--- src/hw/rtl/salm_pkg.sv ---
package salm_pkg;

  // Frame and field geometry
  localparam int unsigned SEGMENTS   = 32;
  localparam int unsigned IDX_W      = 5;
  localparam int unsigned SAMPLE_W   = 16;
  localparam int unsigned MAG_W      = 17;
  localparam int unsigned LEVEL_W    = 14;
  localparam int unsigned LEN_W      = 13;
  localparam int unsigned POS_W      = 12;
  localparam int unsigned SEG_SUM_W  = 28;
  localparam int unsigned FRM_SUM_W  = 33;
  localparam int unsigned FRM_SHIFT  = 5;   // log2 of SEGMENTS
  localparam int unsigned DIV_W      = 28;
  localparam int unsigned DIV_CNT_W  = 5;
  localparam int unsigned OUT_DATA_W = 40;

  localparam logic [LEN_W-1:0]     MAX_LEN     = 13'd4096;
  localparam logic [LEN_W-1:0]     RESET_LEN   = 13'd32;
  localparam logic [LEVEL_W-1:0]   FULL_SCALE  = 14'd8192;
  localparam logic [IDX_W-1:0]     LAST_IDX    = 5'(SEGMENTS - 1);
  localparam logic [DIV_CNT_W-1:0] DIV_LAST    = 5'(DIV_W - 1);

  // Sequencer states
  typedef enum logic [3:0] {
    S_IDLE = 4'b0001,
    S_SEG  = 4'b0010,
    S_FRM  = 4'b0100,
    S_OUT  = 4'b1000
  } state_e;

  // Clamp a quotient to full scale
  function automatic logic [LEVEL_W-1:0] clamp_level(input logic [DIV_W-1:0] v);
    logic [LEVEL_W-1:0] r;
    if (v > DIV_W'(FULL_SCALE)) r = FULL_SCALE;
    else                        r = v[LEVEL_W-1:0];
    return r;
  endfunction

endpackage

--- src/hw/rtl/segmented_audio_level_meter.sv ---
// A sample that does not end a segment is taken while the meter is idle, and the
// next sample may follow in the next cycle. A segment-ending sample starts the
// shared radix-2 divider in S_SEG for the segment level, then in S_FRM for the frame
// level on the last segment, then S_OUT loads the output register once it may.
// Reset clears the sums, counters and stored levels and sets the length to 32.
module segmented_audio_level_meter
  import salm_pkg::*;
(
  input  logic                  clk_i,
  input  logic                  rst_ni,
  // configuration: segment length
  input  logic                  cfg_valid_i,
  output logic                  cfg_ready_o,
  input  logic [LEN_W-1:0]      cfg_data_i,
  // input items
  input  logic                  s_axis_tvalid,
  output logic                  s_axis_tready,
  input  logic [SAMPLE_W-1:0]   s_axis_tdata,   // [15:0] sample
  // result items
  output logic                  m_axis_tvalid,
  input  logic                  m_axis_tready,
  output logic [OUT_DATA_W-1:0] m_axis_tdata,   // [4:0] segment_index,
                                                // [18:5] segment_level,
                                                // [32:19] frame_level, rest 0
  output logic                  m_axis_tlast    // frame_done
);

  state_e                 state_q, state_d;
  logic [LEN_W-1:0]       len_cfg_q;
  logic [LEN_W-1:0]       len_q;
  logic [LEN_W-1:0]       eff_len;
  logic [SEG_SUM_W-1:0]   seg_sum_q;
  logic [FRM_SUM_W-1:0]   frm_sum_q;
  logic [POS_W-1:0]       pos_q;
  logic [IDX_W-1:0]       seg_cnt_q;
  logic [IDX_W-1:0]       cur_idx_q;
  logic                   last_q;
  logic [LEVEL_W-1:0]     levels_q [SEGMENTS];
  logic [LEVEL_W-1:0]     seg_level_q;
  logic [LEVEL_W-1:0]     frm_level_q;

  logic [DIV_W-1:0]       div_num_q;
  logic [LEN_W-1:0]       div_rem_q;
  logic [DIV_CNT_W-1:0]   div_cnt_q;

  logic                   m_valid_q;
  logic                   m_last_q;
  logic [OUT_DATA_W-1:0]  m_data_q;

  logic                   in_fire;
  logic [MAG_W-1:0]       mag;
  logic [SEG_SUM_W-1:0]   seg_sum_new;
  logic [FRM_SUM_W-1:0]   frm_sum_new;
  logic                   seg_end;
  logic [LEVEL_W:0]       div_shift;
  logic                   div_ge;
  logic [DIV_W-1:0]       div_num_nx;
  logic [LEN_W-1:0]       div_rem_nx;
  logic                   div_done;
  logic [LEVEL_W-1:0]     seg_level_new;
  logic [LEVEL_W:0]       smooth_sum;
  logic                   out_load;

  assign cfg_ready_o   = 1'b1;
  assign s_axis_tready = (state_q == S_IDLE);
  assign in_fire       = s_axis_tvalid && s_axis_tready;

  // Length in force: zero acts as one, large values saturate
  always_comb begin
    eff_len = len_cfg_q;
    if (len_cfg_q == '0)    eff_len = LEN_W'(1);
    if (len_cfg_q > MAX_LEN) eff_len = MAX_LEN;
  end

  // Sample magnitude and running sums
  assign mag = s_axis_tdata[SAMPLE_W-1] ? (MAG_W'(0) - {1'b1, s_axis_tdata})
                                        : {1'b0, s_axis_tdata};
  assign seg_sum_new = seg_sum_q + SEG_SUM_W'(mag);
  assign frm_sum_new = frm_sum_q + FRM_SUM_W'(mag);
  assign seg_end     = ({1'b0, pos_q} + LEN_W'(1)) >= eff_len;

  // One restoring-division step
  assign div_shift  = {1'b0, div_rem_q, div_num_q[DIV_W-1]};
  assign div_ge     = div_shift >= (LEVEL_W+1)'(len_q);
  assign div_rem_nx = div_ge ? LEN_W'(div_shift - (LEVEL_W+1)'(len_q))
                             : div_shift[LEN_W-1:0];
  assign div_num_nx = {div_num_q[DIV_W-2:0], div_ge};
  assign div_done   = (div_cnt_q == DIV_LAST);

  // Smoothing against the stored level
  assign seg_level_new = clamp_level(div_num_nx);
  assign smooth_sum    = {1'b0, levels_q[cur_idx_q]} + {1'b0, seg_level_new};

  assign out_load = (state_q == S_OUT) && (!m_valid_q || m_axis_tready);

  // Sequencer
  always_comb begin
    state_d = state_q;
    unique case (state_q)
      S_IDLE: if (in_fire && seg_end) state_d = S_SEG;
      S_SEG:  if (div_done) state_d = last_q ? S_FRM : S_OUT;
      S_FRM:  if (div_done) state_d = S_OUT;
      S_OUT:  if (out_load) state_d = S_IDLE;
      default: state_d = S_IDLE;
    endcase
  end

  always_ff @(posedge clk_i or negedge rst_ni) begin
    if (!rst_ni) begin
      state_q <= S_IDLE;
    end else begin
      state_q <= state_d;
    end
  end

  // Configuration register
  always_ff @(posedge clk_i or negedge rst_ni) begin
    if (!rst_ni) begin
      len_cfg_q <= RESET_LEN;
    end else if (cfg_valid_i && cfg_ready_o) begin
      len_cfg_q <= cfg_data_i;
    end
  end

  // Accumulators, counters and stored levels
  always_ff @(posedge clk_i or negedge rst_ni) begin
    if (!rst_ni) begin
      seg_sum_q <= '0;
      frm_sum_q <= '0;
      pos_q     <= '0;
      seg_cnt_q <= '0;
      cur_idx_q <= '0;
      last_q    <= 1'b0;
      for (int i = 0; i < SEGMENTS; i++) begin
        levels_q[i] <= '0;
      end
    end else begin
      if (in_fire) begin
        frm_sum_q <= frm_sum_new;
        if (seg_end) begin
          seg_sum_q <= '0;
          pos_q     <= '0;
          cur_idx_q <= seg_cnt_q;
          last_q    <= (seg_cnt_q == LAST_IDX);
          seg_cnt_q <= (seg_cnt_q == LAST_IDX) ? '0 : seg_cnt_q + IDX_W'(1);
        end else begin
          seg_sum_q <= seg_sum_new;
          pos_q     <= pos_q + POS_W'(1);
        end
      end
      if (state_q == S_SEG && div_done) begin
        levels_q[cur_idx_q] <= smooth_sum[LEVEL_W:1];
        // frame numerator is handed to the divider now
        if (last_q) frm_sum_q <= '0;
      end
    end
  end

  // Shared divider and level holding registers
  always_ff @(posedge clk_i) begin
    if (in_fire && seg_end) begin
      div_num_q <= seg_sum_new;
      div_rem_q <= '0;
      div_cnt_q <= '0;
      len_q     <= eff_len;
    end else if (state_q == S_SEG || state_q == S_FRM) begin
      div_cnt_q <= div_cnt_q + DIV_CNT_W'(1);
      div_num_q <= div_num_nx;
      div_rem_q <= div_rem_nx;
      if (state_q == S_SEG && div_done) begin
        seg_level_q <= smooth_sum[LEVEL_W:1];
        frm_level_q <= '0;
        div_num_q   <= frm_sum_q[FRM_SUM_W-1:FRM_SHIFT];
        div_rem_q   <= '0;
        div_cnt_q   <= '0;
      end
      if (state_q == S_FRM && div_done) begin
        frm_level_q <= seg_level_new;
      end
    end
  end

  // Output register
  always_ff @(posedge clk_i or negedge rst_ni) begin
    if (!rst_ni) begin
      m_valid_q <= 1'b0;
      m_last_q  <= 1'b0;
    end else if (out_load) begin
      m_valid_q <= 1'b1;
      m_last_q  <= last_q;
    end else if (m_axis_tready) begin
      m_valid_q <= 1'b0;
    end
  end

  always_ff @(posedge clk_i) begin
    if (out_load) begin
      m_data_q <= {7'd0, frm_level_q, seg_level_q, cur_idx_q};
    end
  end

  assign m_axis_tvalid = m_valid_q;
  assign m_axis_tlast  = m_last_q;
  assign m_axis_tdata  = m_data_q;

  // Checks
  a_last_idx: assert property (@(posedge clk_i) disable iff (!rst_ni)
    m_axis_tvalid && m_axis_tlast |-> m_axis_tdata[4:0] == LAST_IDX)
    else $error("frame end on a segment other than the last");

  a_seg_range: assert property (@(posedge clk_i) disable iff (!rst_ni)
    m_axis_tvalid |-> m_axis_tdata[18:5] <= FULL_SCALE)
    else $error("segment level above full scale");

  a_frm_zero: assert property (@(posedge clk_i) disable iff (!rst_ni)
    m_axis_tvalid && !m_axis_tlast |-> m_axis_tdata[32:19] == '0)
    else $error("frame level set outside frame end");

  a_div_cnt: assert property (@(posedge clk_i) disable iff (!rst_ni)
    (state_q == S_SEG || state_q == S_FRM) |-> div_cnt_q <= DIV_LAST)
    else $error("divider step count overrun");

  a_out_hold: assert property (@(posedge clk_i) disable iff (!rst_ni)
    state_q == S_OUT && m_axis_tvalid && !m_axis_tready |=> state_q == S_OUT)
    else $error("result dropped while output stalled");

endmodule

--- config.mk ---
export PLATFORM = sky130hd
export DESIGN_NAME = segmented_audio_level_meter
export DESIGN_NICKNAME = d
export VERILOG_FILES = /design/src/hw/rtl/salm_pkg.sv /design/src/hw/rtl/segmented_audio_level_meter.sv
export SDC_FILE = /design/constraint.sdc
export NUM_CORES = 1
export LEC_CHECK = 0
export BUFFER_PORTS_ARGS = -buffer_cell sky130_fd_sc_hd__buf_4
export CAP_MARGIN = 25
export CORE_UTILIZATION = 33
export DETAILED_ROUTE_END_ITERATION = 12
export PLACE_DENSITY = 0.57
export SYNTH_ARGS = -nofsm -noshare
export SYNTH_HDL_FRONTEND = slang
export SYNTH_SLANG_ARGS = --single-unit
--- constraint.sdc ---
create_clock -name clk_i -period 5.1 [get_ports clk_i]
set_clock_uncertainty 0.15 [all_clocks]
set_input_delay 0.255 -clock clk_i [delete_from_list [all_inputs] [get_ports clk_i]]
set_output_delay 0.255 -clock clk_i [all_outputs]
set_load 0.03 [all_outputs]
# Word-level counts from Yosys, hierarchy flattened
# Index checks and enable logic that the tools add are counted.
# Widths: inputs -> output; s select.
word_totals:
  ff_bits: 671
  in_bits: 34
  output_inout_bits: 44
  word_cells: 125
op_classes:
  add_sub_neg: 9
  n_lt_le_gt_ge: 6
  n_eq_ne: 10
  mux: 32
  bitwise: 2
  n_reduce_logical: 17
ops:
  columns: ["op", "n"]
  rows:
  - ["$bwmux 448", 1]
  - ["$mux 28", 4]
  - ["$mux 33", 3]
  - ["$mux 14", 6]
  - ["$bmux 14 s5", 1]
  - ["$demux 14 s5", 1]
  - ["$mux 13", 4]
  - ["$add 33x17->33", 1]
  - ["$add 28x17->28", 1]
  - ["$gt 28x14->1 const B", 1]
  - ["$mux 4", 5]
  - ["$mux 17", 1]
  - ["$sub 1x17->17 const A", 1]
  - ["$pmux 4 s4", 1]
  - ["$add 14x14->15", 1]
  - ["$ge 14x13->1", 1]
  - ["$add 12x1->13 const B", 1]
  - ["$ge 13x13->1", 1]
  - ["$gt 13x13->1 const B", 1]
  - ["$logic_not 13->1", 1]
  - ["$sub 13x13->13", 1]
  - ["$add 12x1->12 const B", 1]
  - ["$mux 12", 1]
  - ["$add 5x1->5 const B", 2]
  - ["20 further kinds", 34]

# Depth between registers and ports, before layout
# Gate-level depths: netlist of the first run.
depth:
  word_depth: 7
  depth_mapped: 24
  depth_no_buf: 21

# Least setup slack after synthesis of the first run
# OpenSTA, ideal clock, no wires.
synth_path:
  path_kind: "flip-flop to flip-flop"
  start: "reg len_q[0]"
  end: "reg seg_level_q[11] (data pin)"
  setup_time_ps: 261
  arrival_ps: 4480
  required_ps: 4689
  setup_slack_ps: 209
  path_stages_with_launch: 24
  n_path_buf: 3
  synth_period_minus_slack_ps: 4891
  path_cell_list: "edfxtp_1 > ha_1 > fa_1 > nor2b_1 > o31a_1 > a21oi_1 > o21ai_2 > buf_2 > nor3_1 > nor2_1 > nor2_1 > clkbuf_1 > and2_1 > fa_1 > a21o_1 > a21oi_1 > o21bai_1 > a21oi_1 > o21ai_1 > a21oi_1 > o21ai_1 > xnor2_1 > clkbuf_1 > inv_1"
synth_via:
  elab_chain_len: 4
synth_lines:
  columns: ["element", "line", "text"]
  rows:
  - ["start, declared", "segmented_audio_level_meter.sv:30", "logic [LEN_W-1:0] len_q;"]
  - ["start signal, assigned", "segmented_audio_level_meter.sv:165", "len_q <= eff_len;"]
  - ["$ge 14x13->1", "segmented_audio_level_meter.sv:84", "assign div_ge = div_shift >= (LEVEL_W+1)'(len_q);"]
  - ["$gt 28x14->1", "salm_pkg.sv:35", "if (v > DIV_W'(FULL_SCALE)) r = FULL_SCALE;"]
  - ["$mux 14", "salm_pkg.sv:35", null]
  - ["net seg_level_new[1]", "segmented_audio_level_meter.sv:60", "logic [LEVEL_W-1:0] seg_level_new;"]
  - ["$add 14x14->15", "segmented_audio_level_meter.sv:92", "assign smooth_sum = {1'b0, levels_q[cur_idx_q]} + {1'b0, seg_level_new};"]
  - ["net smooth_sum[12]", "segmented_audio_level_meter.sv:61", "logic [LEVEL_W:0] smooth_sum;"]
  - ["end signal, assigned", "segmented_audio_level_meter.sv:171", "seg_level_q <= smooth_sum[LEVEL_W:1];"]
  - ["end, declared", "segmented_audio_level_meter.sv:39", "logic [LEVEL_W-1:0] seg_level_q;"]
# The timed path passes the listed nets, and every way through them passes these cells.
# A chain may end at the register's enable or synchronous reset.

# Final worst setup path of the first run
layout_path:
  start: "reg len_q[0]"
  end: "reg seg_level_q[9] (data pin)"
# Same word-level chain as after synthesis.

==> results by stage, run 1 <==
Pwr:
- The analysis attributes to cell leakage a power of 16.4 nW.
- Dividing total power by cell area gives a power density of 381 mW/mm^2.
- Overall power consumption after layout is estimated at 14.4 mW.
- IR analysis of the VDD net gives a maximum drop of 0.217 mV.

Yosys:
- The fraction of synthesis flops using an asynchronous set or reset pin is 82.1%.
- In this run, synthesis produced a sequential element count of 671.
- After Yosys synthesis, and, or, nand and nor cells account for 13.5% of the synthesized area.
- The primary flip-flop cell chosen by synthesis mapping is dfrtp_1.
- In this run, distinct cell masters in the synthesized netlist total 81.
- The adder-cell share of the synthesized area is 3.31%.
- The number of enable-type register cells in the synthesized netlist is 102.
- Averaged over all synthesized cells, the footprint is 10.4 um^2.
- The share of cell area taken by muxes after synthesis is 9.87%.
- The area share of the largest cell type after synthesis is 43.0%.
- In the post-synthesis netlist, the biggest area contributors are dfrtp_1 43%, edfxtp_1 9.6%, nand2_1 8.3%.
- The parity-gate share of the synthesized area counting xor and xnor cells is 2.33%.
- The count of yosys warnings during synthesis is 0.
- The number of instances in the synthesized netlist is 3068.
- The synthesized netlist occupies a cell area of 0.0319 mm^2.
- The combinational family with the most area after synthesis is compound AO/OA/AOI/OAI gates.
- Sequential elements use 53.9% of the synthesized area.
- dfrtp_1 takes more of the synthesized area than any other cell.
- Summing the areas of all compound-gate instances in the mapped netlist gives 13.6% of the synthesized area.

STA:
- The count of final hold-check violations is 0.
- In the final timing run, aggregate negative setup slack is 0 ns.
- Headroom to the max-slew limit came out at 28.5%.
- The highest clock frequency the design can meet is 213 MHz.
- Setup repair after global routing left no endpoint under its margin.
- The max-slew violation total from the final report is 0.
- The slew at the pin with the worst max-slew slack is 1.07 ns.
- Setup violations remaining at the end of the flow were counted as 0.
- The final critical delay including setup and external delays is 4.69 ns.
- The worst path uses 91.9% of the clock period.

Cells and area:
- The net count of the finished layout is 3308.
- The top cell types in the final layout, fill and taps aside, are 705 x nand2_1, 547 x dfrtp_1, 485 x o21ai_0, 174 x buf_4, 104 x mux4_2.
- Relative to the synthesized area, the layout overhead comes to 18.2%.
- The number of fill cells is 9351.
- The diode insertion count for antenna repair is 0.
- The most common library cell in the layout ignoring fill and taps is nand2_1.
- The fraction of final layout cells sized beyond drive strength 1 is 15.8%.

Run:
- The number of maximum-capacitance constraint violations is 0.

Die:
- After floorplanning, the core was sized to cover 0.0954 mm^2.
- For this configuration, the core starts out at a cell density of 33.5%.
- The floorplan has 113 rows.
- The die footprint is 0.0980 mm^2.
- The die boundary width is 313 um.
- In this run the count of I/O pins placed on the die edge is 78.
- The height of the die is 313 um.

Global route:
- Across every metal layer, demand over resource in global routing totals 18.4%.
- The first global-routing pass estimated 139000 um of wire.
- Entering global routing, the biggest net connects 149 pins.
- The number of global-route vias before repair is 22682.
- The total overflow left after global routing is 0.
- The number of antenna violations at the first check in global routing came to 2.

Setup path:
- Of all nets on the critical path, the largest fanout is 13.
- The required time of the critical path is 5.35 ns.
- The type of element capturing the critical path is a register.
- The kind of critical path is reg -> reg.
- STA classifies the critical path startpoint as a register.
- The arrival time reported for the critical path endpoint is 4.94 ns.

Worst hold path:
- The tightest min-delay check is of the in -> async type.

Routing:
- Using the TritonRoute via totals, the vias-per-cell ratio works out to 5.13.
- The first detailed-routing pass took 5 iterations.
- The number of nets still failing antenna checks after routing is 0.
- After detailed routing, the total wire length is 89800 um.
- In the final routed layout, each cell accounts on average for 19.9 um.
- After detailed routing, the number of remaining DRC violations is 0.
- The number of vias in the routed layout is 23153.
- The starting DRC count in detailed routing is 1910.

Outcome:
- The run finished with clean final reports.

Place:
- The weighted congestion at the end of routability-driven global placement is 0.841.
- The number of buffer cells added on primary ports is 69.
- After legalization and detailed placement, the total HPWL measured 61600 um.

CTS:
- The clock latency on the worst-skew pair is 0.65 ns.
- Clock-pin slew was measured on the worst setup and hold paths at 0.06 ns.
- The clock drives 671 sinks.
- Buffers inserted during clock tree synthesis total 74.
- In this run, post-CTS repair resized a total of 0 instances.
- The root buffer cell chosen for the clock tree is clkbuf_16.
- TritonCTS built the clock tree.
- The H-tree level count is 3.
- The number of buffers between clock root and the deepest sink is 3.
worst paths after layout:
kind	startpoint	to	slack (ns)	cells after the start
min	rst_ni	frm_sum_q[2]$_DFF_PN0_	0.01	2
min reg2reg	frm_level_q[3]$_SDFFCE_PN0P_	m_axis_tdata[22]$_DFFE_PP_	0.27	0
max reg2reg	len_q[0]$_DFFE_PP_	seg_level_q[9]$_DFFE_PP_	0.41	22
max	len_q[0]$_DFFE_PP_	seg_level_q[9]$_DFFE_PP_	0.41	22
max in group asynchronous	rst_ni	levels_q[52]$_DFFE_PN0P_	3.37	3
min in group clk_i	s_axis_tdata[3]	seg_sum_q[3]$_DFFE_PN0P_	0.19	6
what timing repair did:
item,in CTS,in global routing
hold buffers,31,0
setup buffers,0,0
setup endpoints to repair,0,0
hold endpoints to repair,83,0
metrics by stage:
stage                     cells  hold slack, ns  util [%]  setup WS, ns  area, um^2
after CTS                  4507          0.0376      39.3         0.392       37500
after floorplan            3076          -0.191         -         0.209       32000
after detailed placement   4340           0.124      36.4         0.431       34800
final                      4517          0.0131      39.5         0.412       37700
after global placement     4328           0.118      36.1         0.463       34500
after global routing       4517          0.0428      39.5         0.110       37700
synth_stat cells, types with 10 or more instances:
library cell / number
mux2i_1: 29
a21oi_1: 79
or3_1: 14
and2_1: 35
buf_4: 10
nor3_1: 21
edfxtp_1: 102
o21ai_0: 485
buf_2: 25
and3_1: 23
mux2_2: 46
nor2b_1: 14
o31ai_1: 16
a21o_1: 19
inv_1: 66
nor2_1: 72
clkbuf_1: 157
xor2_1: 43
ha_1: 78
o21a_1: 15
mux4_2: 104
dfrtp_1: 549
nand3_1: 30
nand4_1: 13
nand2_1: 706
o22ai_1: 56
nor4_1: 21
xnor2_1: 40
a31oi_1: 26
o21ai_1: 34
dfxtp_1: 18
registers in the layout, indices dropped and copies added, names as in the netlist, 14 cells and up:
register and count:
levels_q 448, frm_level_q 14, frm_sum_q 33, seg_level_q 14, m_axis_tdata 33, div_num_q 28, seg_sum_q 28
cell type report:
cell class	count	area, um^2	share of cell area [%]
clock inverter	28	278	0.736
timing repair buffer	243	2490	6.59
clock buffer	108	2120	5.62
tap	1265	1580	4.19
multi-input combinational	2134	13800	36.5
sequential	671	17200	45.6
inverter	68	255	0.676
worst max-delay path, stage by stage, from the launching register on:
cell and delay (ns):
edfxtp_1 0.36, ha_1 0.23, fa_1 0.41, nor2b_1 0.16, o31a_1 0.18, a21oi_1 0.09
o21ai_2 0.18, nor3_1 0.07, nor2_1 0.14, nor2_1 0.07, buf_4 0.17, and2_1 0.20
fa_1 0.45, a21o_1 0.19, a21oi_1 0.20, o21bai_1 0.08, a21oi_1 0.19, o21ai_1 0.13
a21oi_1 0.21, o21bai_1 0.12, xnor2_2 0.18, buf_4 0.22, inv_1 0.05
per-layer routing:
layer,global-route usage (%),vias up,routed length [um]
li1,-,11039,-
met5,0,-,0
met2,28.9,529,40600
met1,25.7,11435,41200
met3,3.16,150,4920
met4,6.34,0,3050
power breakdown:
part           internal (mW)  switching [mW]  leakage [nW]
clock network           3.02            2.28          1.17
logic                   1.34            1.67          6.59
registers               5.73           0.331          8.63
cells by family (layout without fill, tap and decap cells):
logic type | Yosys count | after routing
xor+xnor | 84 | 84
buf+inv | 271 | 447
fa+ha+maj | 82 | 82
mux | 179 | 179
flops | 671 | 671
simple gates | 995 | 995
other cells | 2 | 10
compound gates | 784 | 784
Note: power is estimated with default switching activity, not from simulation.
==> run 2, diff against run 1 <==
Settings changed: PLACE_DENSITY 0.57 to 0.55.
==> run 2 against run 1 <==
Against the previous run: sequential cell count is the same; fmax shrank 2.2%; wire length rose by 0.85%; via count about the same; die area unchanged; critical endpoint is now levels_q[443]$_DFFE_PN0P_; first-iteration DRC count is 7.8% lower; hold slack gained 0.032 ns; sequential share of layout area decreased by 0.17 points.
==> results by stage, run 2 (synthesized netlist as in run 1, its figures left out) <==
Outcome:
- The run finished with clean final reports.

Die:
- The height of the die is 313 um.
- In this run the core area contains 113 standard-cell rows.
- The die footprint is 0.0980 mm^2.
- The initial utilization of the core area, before any placement, comes to 33.5%.
- In this run the horizontal extent of the chip is 313 um.
- The floorplan step defined a core boundary enclosing 0.0954 mm^2.
- The number of primary I/O pins is 78.

Routing:
- After detailed routing, the number of vias per cell comes to 5.12.
- Dividing the detail-routed wire length by the instance count gives 20.0 um.
- The starting DRC count in detailed routing is 1761.
- In the routed design, unresolved DRC markers number 0.
- The count of nets left with antenna violations once routing finished came out at 0.
- The number of search-and-repair iterations in the first detailed-routing pass is 5.
- The routed layout has 23133 vias.
- The final wirelength is 90600 um.

Setup path:
- The worst setup path is of the reg -> reg kind.
- The critical path startpoint category is a register.
- The timing startpoint of the critical path is len_q[0]$_DFFE_PP_.
- The endpoint of the most critical setup path is levels_q[443]$_DFFE_PN0P_.
- The worst reg2reg path depth is 23.
- The type of element capturing the critical path is a register.
- STA puts the critical path data arrival time at 5.06 ns.
- The launch point of the worst reg-to-reg path is len_q[0]$_DFFE_PP_.
- Of all nets on the critical path, the largest fanout is 24.
- The reg-to-reg setup timing slack is 0.31 ns.
- The endpoint of the lowest-slack register-to-register path is levels_q[443]$_DFFE_PN0P_.
- At the worst endpoint, the required time is 5.37 ns.

Place:
- Summing all placed instances gives a cell area of 0.0346 mm^2.
- The weighted congestion at the end of routability-driven global placement is 0.928.
- The number of buffer cells added on primary ports is 69.
- Once detailed placement completed, the half-perimeter wirelength came to 60900 um.
- The worst slack at placement is 0.367 ns.
- The number of placed cells counting well taps is 4339.

Pwr:
- The cell-internal power is 10.6 mW.
- For this design the total switching power over the nets is 4.34 mW.
- Combinational logic burns 20.4% of the power.
- The worst-case IR drop observed on VDD is 0.234 mV.
- The power density normalized to cell area is 395 mW/mm^2.
- The leakage dissipation is 16.5 nW.
- The part of the power in registers is 40.3%.
- Net switching is 29.0% of the power.
- The clock network fraction of design power is 39.3%.
- The completed layout was analyzed and its total power is 15.0 mW.

Cells and area:
- In the layout the commonest cells are 705 x nand2_1, 547 x dfrtp_1, 485 x o21ai_0, 181 x buf_4, 104 x mux4_2.
- The final cell count without fillers is 4522.
- Summing all non-filler instances in the final layout gives an area of 0.0379 mm^2.
- From synthesis to final layout, the design area changed by 18.6%.
- The register with the most flip-flops in the layout has 448 of them.
- The register name with the most flops is levels_q.
- In the final layout, the registers with the most flip-flops are levels_q (448), frm_sum_q (33), m_axis_tdata (33).
- The fraction of final layout cells sized beyond drive strength 1 is 16.3%.
- After filler insertion, the fill cell instance count of the layout stands at 9283.
- The diode insertion count for antenna repair is 0.
- The final core utilization is 39.7%.
- The most common library cell in the layout ignoring fill and taps is nand2_1.
- In the final layout, the multi-input gates occupy 0.0138 mm^2.
- The final layout contains 3310 nets.
- The footprint of the flip-flops and latches is 0.0172 mm^2.

STA:
- The sum of negative setup slack is 0 ns.
- The max-slew violation total from the final report was 0.
- Setup repair after global routing left no endpoint under its margin.
- The share of the clock period used by the worst path after layout is 94.0%.
- The highest clock frequency the design can meet is 209 MHz.
- Across all setup checks in the final design, the least slack found is 0.308 ns.
- The worst relative slew slack is 31.2%.
- The slew at the pin with the worst max-slew slack is 1.03 ns.
- On the final layout, the worst hold slack is 0.0455 ns.
- The final critical delay including setup and external delays is 4.79 ns.
- The count of final hold-check violations is 0.
- Setup violations remaining at the end of the flow were counted as 0.

Global route:
- Global routing consumed, over all layers together, 18.7% of the routing resources.
- The total congestion overflow after global routing is 0.
- The number of global-route vias before repair is 22718.
- The first global-routing pass estimated 141000 um of wire.
- The maximum number of pins on one net before global-route repair is 121.
- The number of antenna violations at the first check in global routing is 2.

CTS:
- The number of buffers between clock root and the deepest sink is 3.
- The TritonCTS clock tree is yes.
- The number of sinks handled by clock tree synthesis is 671.
- The clock latency on the worst-skew pair is 0.64 ns.
- Clock-pin slew was measured on the worst setup and hold paths at 0.06 ns.
- The H-tree level count is 3.
- The tree is rooted in a clkbuf_16.
- The total clock buffers created by CTS is 77.

Run:
- The number of maximum-capacitance constraint violations is 0.

Worst hold path:
- The path type of the worst min-delay path is in -> reg.
-- run 2: cell count changes in the layout (fill, tap and decap cells not counted), sizes merged --
cell,previous run,this run
bufinv,2,8
clkbuf,108,110
clkinv,24,22
clkinvlp,1,4
dlygate4sd3,31,30
inv,69,66
-- run 2: cell type report --
type                            count  area share, %
Inverter                           68          0.674
Sequential cell                   671           45.5
Clock inverter                     32           1.16
Clock buffer                      110           6.04
Timing Repair Buffer              242           6.08
Multi-Input combinational cell   2134           36.4
Tap cell                         1265           4.18
-- run 2: how the worst min path moves through the flow --
stage	start	slack [ns]	to	cells past startpoint
6_report	s_axis_tvalid	0.05	pos_q[8]$_DFFE_PN0P_	6
5_1_grt	s_axis_tvalid	0.05	pos_q[7]$_DFFE_PN0P_	6
4_1_cts	s_axis_tvalid	0.01	pos_q[8]$_DFFE_PN0P_	6
3_5_place_dp	rst_ni	0.21	levels_q[101]$_DFFE_PN0P_	1
3_3_place_gp	rst_ni	0.22	levels_q[85]$_DFFE_PN0P_	1
2_1_floorplan	rst_ni	-0.19	cur_idx_q[0]$_DFFE_PN0P_	0
-- run 2: layer usage --
| metal | wire length [um] | global-route usage [%] | share of wire, % |
|---|---|---|---|
| met1 | 42500 | 26.7 | 47 |
| met3 | 3680 | 2.47 | 4.1 |
| met5 | 0 | 0 | 0 |
| met4 | 3040 | 6.80 | 3.4 |
| met2 | 41300 | 29.1 | 46 |
-- run 2: critical path, stage by stage (launching register included) --
cell      delay (ns)
edfxtp_1        0.37
ha_1            0.24
fa_1            0.41
nor2b_1         0.16
o31a_1          0.19
a21oi_1         0.10
o21ai_2         0.22
nor3_1          0.08
nor2_1          0.14
nor2_1          0.08
buf_4           0.17
and2_1          0.14
fa_1            0.37
a21o_1          0.19
a21oi_1         0.22
o21bai_1        0.10
a21oi_1         0.22
o21ai_1         0.14
a21oi_1         0.20
o21bai_1        0.12
xnor2_2         0.16
buf_4           0.16
buf_12          0.16
o21ai_0         0.11
-- run 2: power groups by stage --
| stage | logic [mW] | registers, mW | clock network (mW) |
|---|---|---|---|
| final | 3.06 | 6.03 | 5.88 |
| after global routing | 3.45 | 6.07 | 6.20 |
| after CTS | 3.09 | 6.03 | 6.00 |
| after detailed placement | 3.05 | 6.13 | 0 |
| after global placement | 3.02 | 6.12 | 0 |
| after floorplan | 2.30 | 6.01 | 0 |
-- run 2: what timing repair did --
action                                  in CTS  in global routing
setup buffers                                0                  1
endpoints found under the setup margin       0                 14
resized for setup                            0                  3
hold buffers                                30                  0
hold endpoints to repair                   103                  0
==> run 3, diff against run 2 <==
Settings changed: ABC_AREA from default to 1, SLEW_MARGIN from default to 20.
==> run 3 against run 2 <==
Against the previous run: global-route usage grew 0.87 points; wire length grew 11%; highest routed layer unchanged; cell count grew 18%; utilization shrank 1.2 points; largest cell class unchanged; critical endpoint is now levels_q[150]$_DFFE_PN0P_; count of clock-buffer cells in the layout shrank 2; critical path depth shrank 5.
==> results by stage, run 3 <==
Yosys:
- After synthesis, the share of flip-flops with an asynchronous set or reset is 82.1%.
- By instance count, the leading cell after synthesis is nand2_1.
- The synthesized design contains 671 register bits.
- The number of instances in the synthesized netlist is 3903.
- The area share of the largest cell type after synthesis is 41.2%.
- Counting flops with a built-in enable in the synthesized netlist gives 102.
- The primary flip-flop cell chosen by synthesis mapping is dfrtp_1.
- By count the netlist is led by 1127 x nand2_1, 549 x dfrtp_1, 442 x o21ai_0, 254 x inv_1, 206 x nand3_1.
- The most area-hungry cell type in the Yosys netlist is dfrtp_1.
- In this run the cell area of the synthesized design comes to 0.0334 mm^2.
- Synthesis instantiated 52 different standard cells from the library.
- Yosys printed 0 warnings.
- The sequential fraction of the synthesis area is 51.6%.
- By area the synthesized netlist is led by dfrtp_1 41%, nand2_1 13%, edfxtp_1 9.2%.
- The mean instance size in the synthesized netlist is 8.55 um^2.

Setup path:
- The signal on the critical path passes through nor2_1, inv_4, buf_12, buf_4, buf_4, o22ai_1, o21ai_0, nand2_1, nor3_2, ha_1, a21o_1, a31oi_1, o21ai_0, a21oi_1, nand3_2, buf_4, nand3_1, nand2_1.
- Counting stages on the worst path, the most repeated cell is buf_4.
- Data arrives at the worst endpoint at 5.15 ns.
- The endpoint of the most critical setup path is levels_q[150]$_DFFE_PN0P_.
- The kind of critical path is reg -> reg.
- The endpoint identified for the worst register-to-register timing path is levels_q[150]$_DFFE_PN0P_.
- The most critical setup path has its startpoint at cur_idx_q[0]$_DFFE_PN0P_.
- The type of element capturing the critical path is a register.
- The number of cells on the worst reg-to-reg path is 18.
- The buffer and inverter count on the worst path is 5.
- The launch point of the worst reg-to-reg path is cur_idx_q[0]$_DFFE_PN0P_.
- The critical path startpoint category is a register.
- The cell depth of the worst setup path is 18.
- Setup slack on the worst reg-to-reg path comes out at 0.30 ns.
- The required time of the critical path is 5.45 ns.
- Of all nets on the critical path, the largest fanout is 29.
- For this design, the slowest cell found on the critical path is dfrtp_2.
- The critical path's top delay family is buffers and inverters.
- The maximum cell stage delay along the critical path is 0.52 ns.

Pwr:
- For this design the total switching power over the nets is 9.82 mW.
- The part of the power in registers is 28.5%.
- In this run, the combinational gates consume 45.5% of the power.
- Net switching is 44.7% of the power.
- Internal power comes to 12.1 mW.
- The power density normalized to cell area is 569 mW/mm^2.
- In this run the static leakage power is 18.0 nW.
- The worst-case IR drop observed on VDD is 0.566 mV.
- The clock network fraction of design power is 26.0%.

CTS:
- The H-tree level count is 3.
- TritonCTS built the clock tree.
- The number of sinks handled by clock tree synthesis is 671.
- The clock-pin slew reported for the worst setup and hold paths after clock tree synthesis is 0.06 ns.
- The clock latency on the worst-skew pair is 0.63 ns.
- The longest clock path from root to sink contains 3 buffers.
- The tree is rooted in a clkbuf_16.
- The total clock buffers created by CTS is 77.

Cells and area:
- The multi-input combinational cells in the finished layout cover a total of 0.0142 mm^2.
- In the layout the commonest cells are 1126 x nand2_1, 548 x dfrtp_1, 441 x o21ai_0, 251 x inv_1, 206 x nand3_1.
- For this run, the post-layout net count is 4103.
- The area added between synthesis and finish is 15.6%.
- 0 antenna diodes ended up in the layout.
- The largest registers in the layout are levels_q (448), frm_sum_q (33), m_axis_tdata (33).
- The final cell count without fillers is 5347.
- The register with the most flip-flops in the final layout is levels_q.
- The fraction of final layout cells sized beyond drive strength 1 is 9.85%.
- The most common library cell in the layout ignoring fill and taps is nand2_1.
- Fill cells in the final layout number 10124.
- The register with the most flip-flops in the layout has 448 of them.
- The footprint of the flip-flops and latches is 0.0172 mm^2.
- At the end of the flow the core is filled with cells to 38.5%.

Outcome:
- The flow ran to the end, and the final reports show no timing, DRC or antenna violations.

Run:
- Max-cap violations in this run came to 0.

STA:
- The max-slew violation total from the final report is 0.
- Of the available clock period, the critical path in the final layout requires 94.1%.
- In this run the tightest slew margin relative to its limit is 35.6%.
- The slew at the pin with the worst max-slew slack is 0.966 ns.
- Setup repair after global routing left no endpoint under its margin.
- The count of final hold-check violations is 0.
- After routing, the total negative slack on setup checks comes to 0 ns.
- For this run, the top clock speed supported by timing is 208 MHz.
- The final critical delay including setup and external delays is 4.80 ns.
- Setup violations remaining at the end of the flow were counted as 0.

Die:
- The number of core rows is 116.
- The total core area is 0.100 mm^2.
- The floorplan step defined a die boundary enclosing 0.102 mm^2.
- Once the floorplan was initialized, standard cells occupied 33.3% of the core.
- The die is 320 um tall.
- 78 I/O pins were placed.
- In this run the horizontal extent of the chip is 320 um.

Routing:
- In the routed design, unresolved DRC markers number 0.
- The number of search-and-repair iterations in the first detailed-routing pass is 6.
- The starting DRC count in detailed routing is 2511.
- After detailed routing, the number of vias per cell comes to 5.18.
- The number of vias in the routed layout is 27683.
- The number of nets still failing antenna checks after routing is 0.
- In the final routed layout, each cell accounts on average for 18.8 um.
- The final wirelength is 101000 um.

Global route:
- The wire length of the first global-routing pass is 158000 um.
- The number of global-route vias before repair is 26895.
- The number of antenna violations at the first check in global routing is 0.
- Entering global routing, the biggest net connects 122 pins.
- The overall routing resource usage is 19.6%.
- The total congestion overflow after global routing is 0.

Place:
- The congestion estimate from routability-driven global placement came to 0.898.
- Summed over all nets, the half-perimeter wirelength after detailed placement is 67400 um.
- The number of placed cells counting well taps is 5164.
- The number of buffer cells added on primary ports is 69.

Worst hold path:
- The path type of the worst min-delay path is in -> reg.
==> run 3: worst min path at each step <==
stage,from,to,cells after the start
5_1_grt,s_axis_tvalid,seg_sum_q[14]$_DFFE_PN0P_,5
3_5_place_dp,seg_level_q[10]$_DFFE_PP_,m_axis_tdata[15]$_DFFE_PP_,0
2_1_floorplan,rst_ni,cur_idx_q[0]$_DFFE_PN0P_,0
6_report,s_axis_tvalid,seg_sum_q[14]$_DFFE_PN0P_,5
4_1_cts,s_axis_tvalid,seg_sum_q[14]$_DFFE_PN0P_,5
3_3_place_gp,seg_level_q[13]$_DFFE_PP_,m_axis_tdata[18]$_DFFE_PP_,0
==> run 3: cell families (layout without fill, tap and decap cells) <==
family / count (synthesis) / count (layout) / share of synthesized area [%]
AO/OA/AOI/OAI: 921 / 921 / 15.6
XOR/XNOR: 51 / 51 / 1.34
adder cells (fa/ha/maj): 82 / 82 / 3.16
buffers and inverters: 496 / 634 / 6.14
flip-flops: 671 / 671 / 51.6
other: 2 / 10 / 0.0225
AND/OR/NAND/NOR: 1680 / 1680 / 22.2
==> run 3: power groups by stage <==
stage          sequential, mW  combinational [mW]  clock [mW]
2_1_floorplan            6.24                6.04           0
3_3_place_gp             6.36                9.80           0
3_5_place_dp             6.36                9.85           0
4_1_cts                  6.27                9.92        5.85
5_1_grt                  6.32                10.8        6.06
6_report                 6.27                9.98        5.71
==> run 3: timing repair <==
action                     in CTS  in global routing
hold endpoints to repair      124                  0
setup endpoints to repair      28                 79
setup buffers                   0                  0
hold buffers                   42                  0
resized for setup               1                  2
cloned                          0                  0
==> run 3: area by class of cell <==
class / count / share of cell area (%)
tap: 1298 / 4.21
multi-input combinational: 2744 / 36.8
sequential: 671 / 44.6
timing repair buffer: 196 / 4.74
clock buffer: 108 / 5.67
clock inverter: 33 / 1.03
inverter: 297 / 2.92
==> run 3: per-layer routing <==
layer	track usage [%]	share of wire (%)	wire length (um)	vias up
met3	3.19	5.7	5730	176
met1	27.4	46	46500	13332
met4	7.29	3.2	3170	0
li1	-	-	-	13417
met2	30.5	45	45200	758
met5	0	0	0	-
==> run 3: per-stage QoR <==
stage / hold WS, ns / power [mW] / setup WS, ns / cell area, um^2
global placement: 0.251 / 16.2 / 0.0886 / 35500
detailed placement: 0.255 / 16.2 / -0.0213 / 35600
global route: 0.103 / 23.2 / 0.0558 / 38600
floorplan: -0.191 / 12.3 / 1.09 / 33400
CTS: 0.0433 / 22.0 / 0.149 / 38600
finish: 0.0780 / 22.0 / 0.302 / 38600
==> run 3: tightest hold or removal path, delay by kind of cell <==
family | cells | cell delay (ns)
simple gates | 3 | 0.20
buf+inv | 2 | 0.32
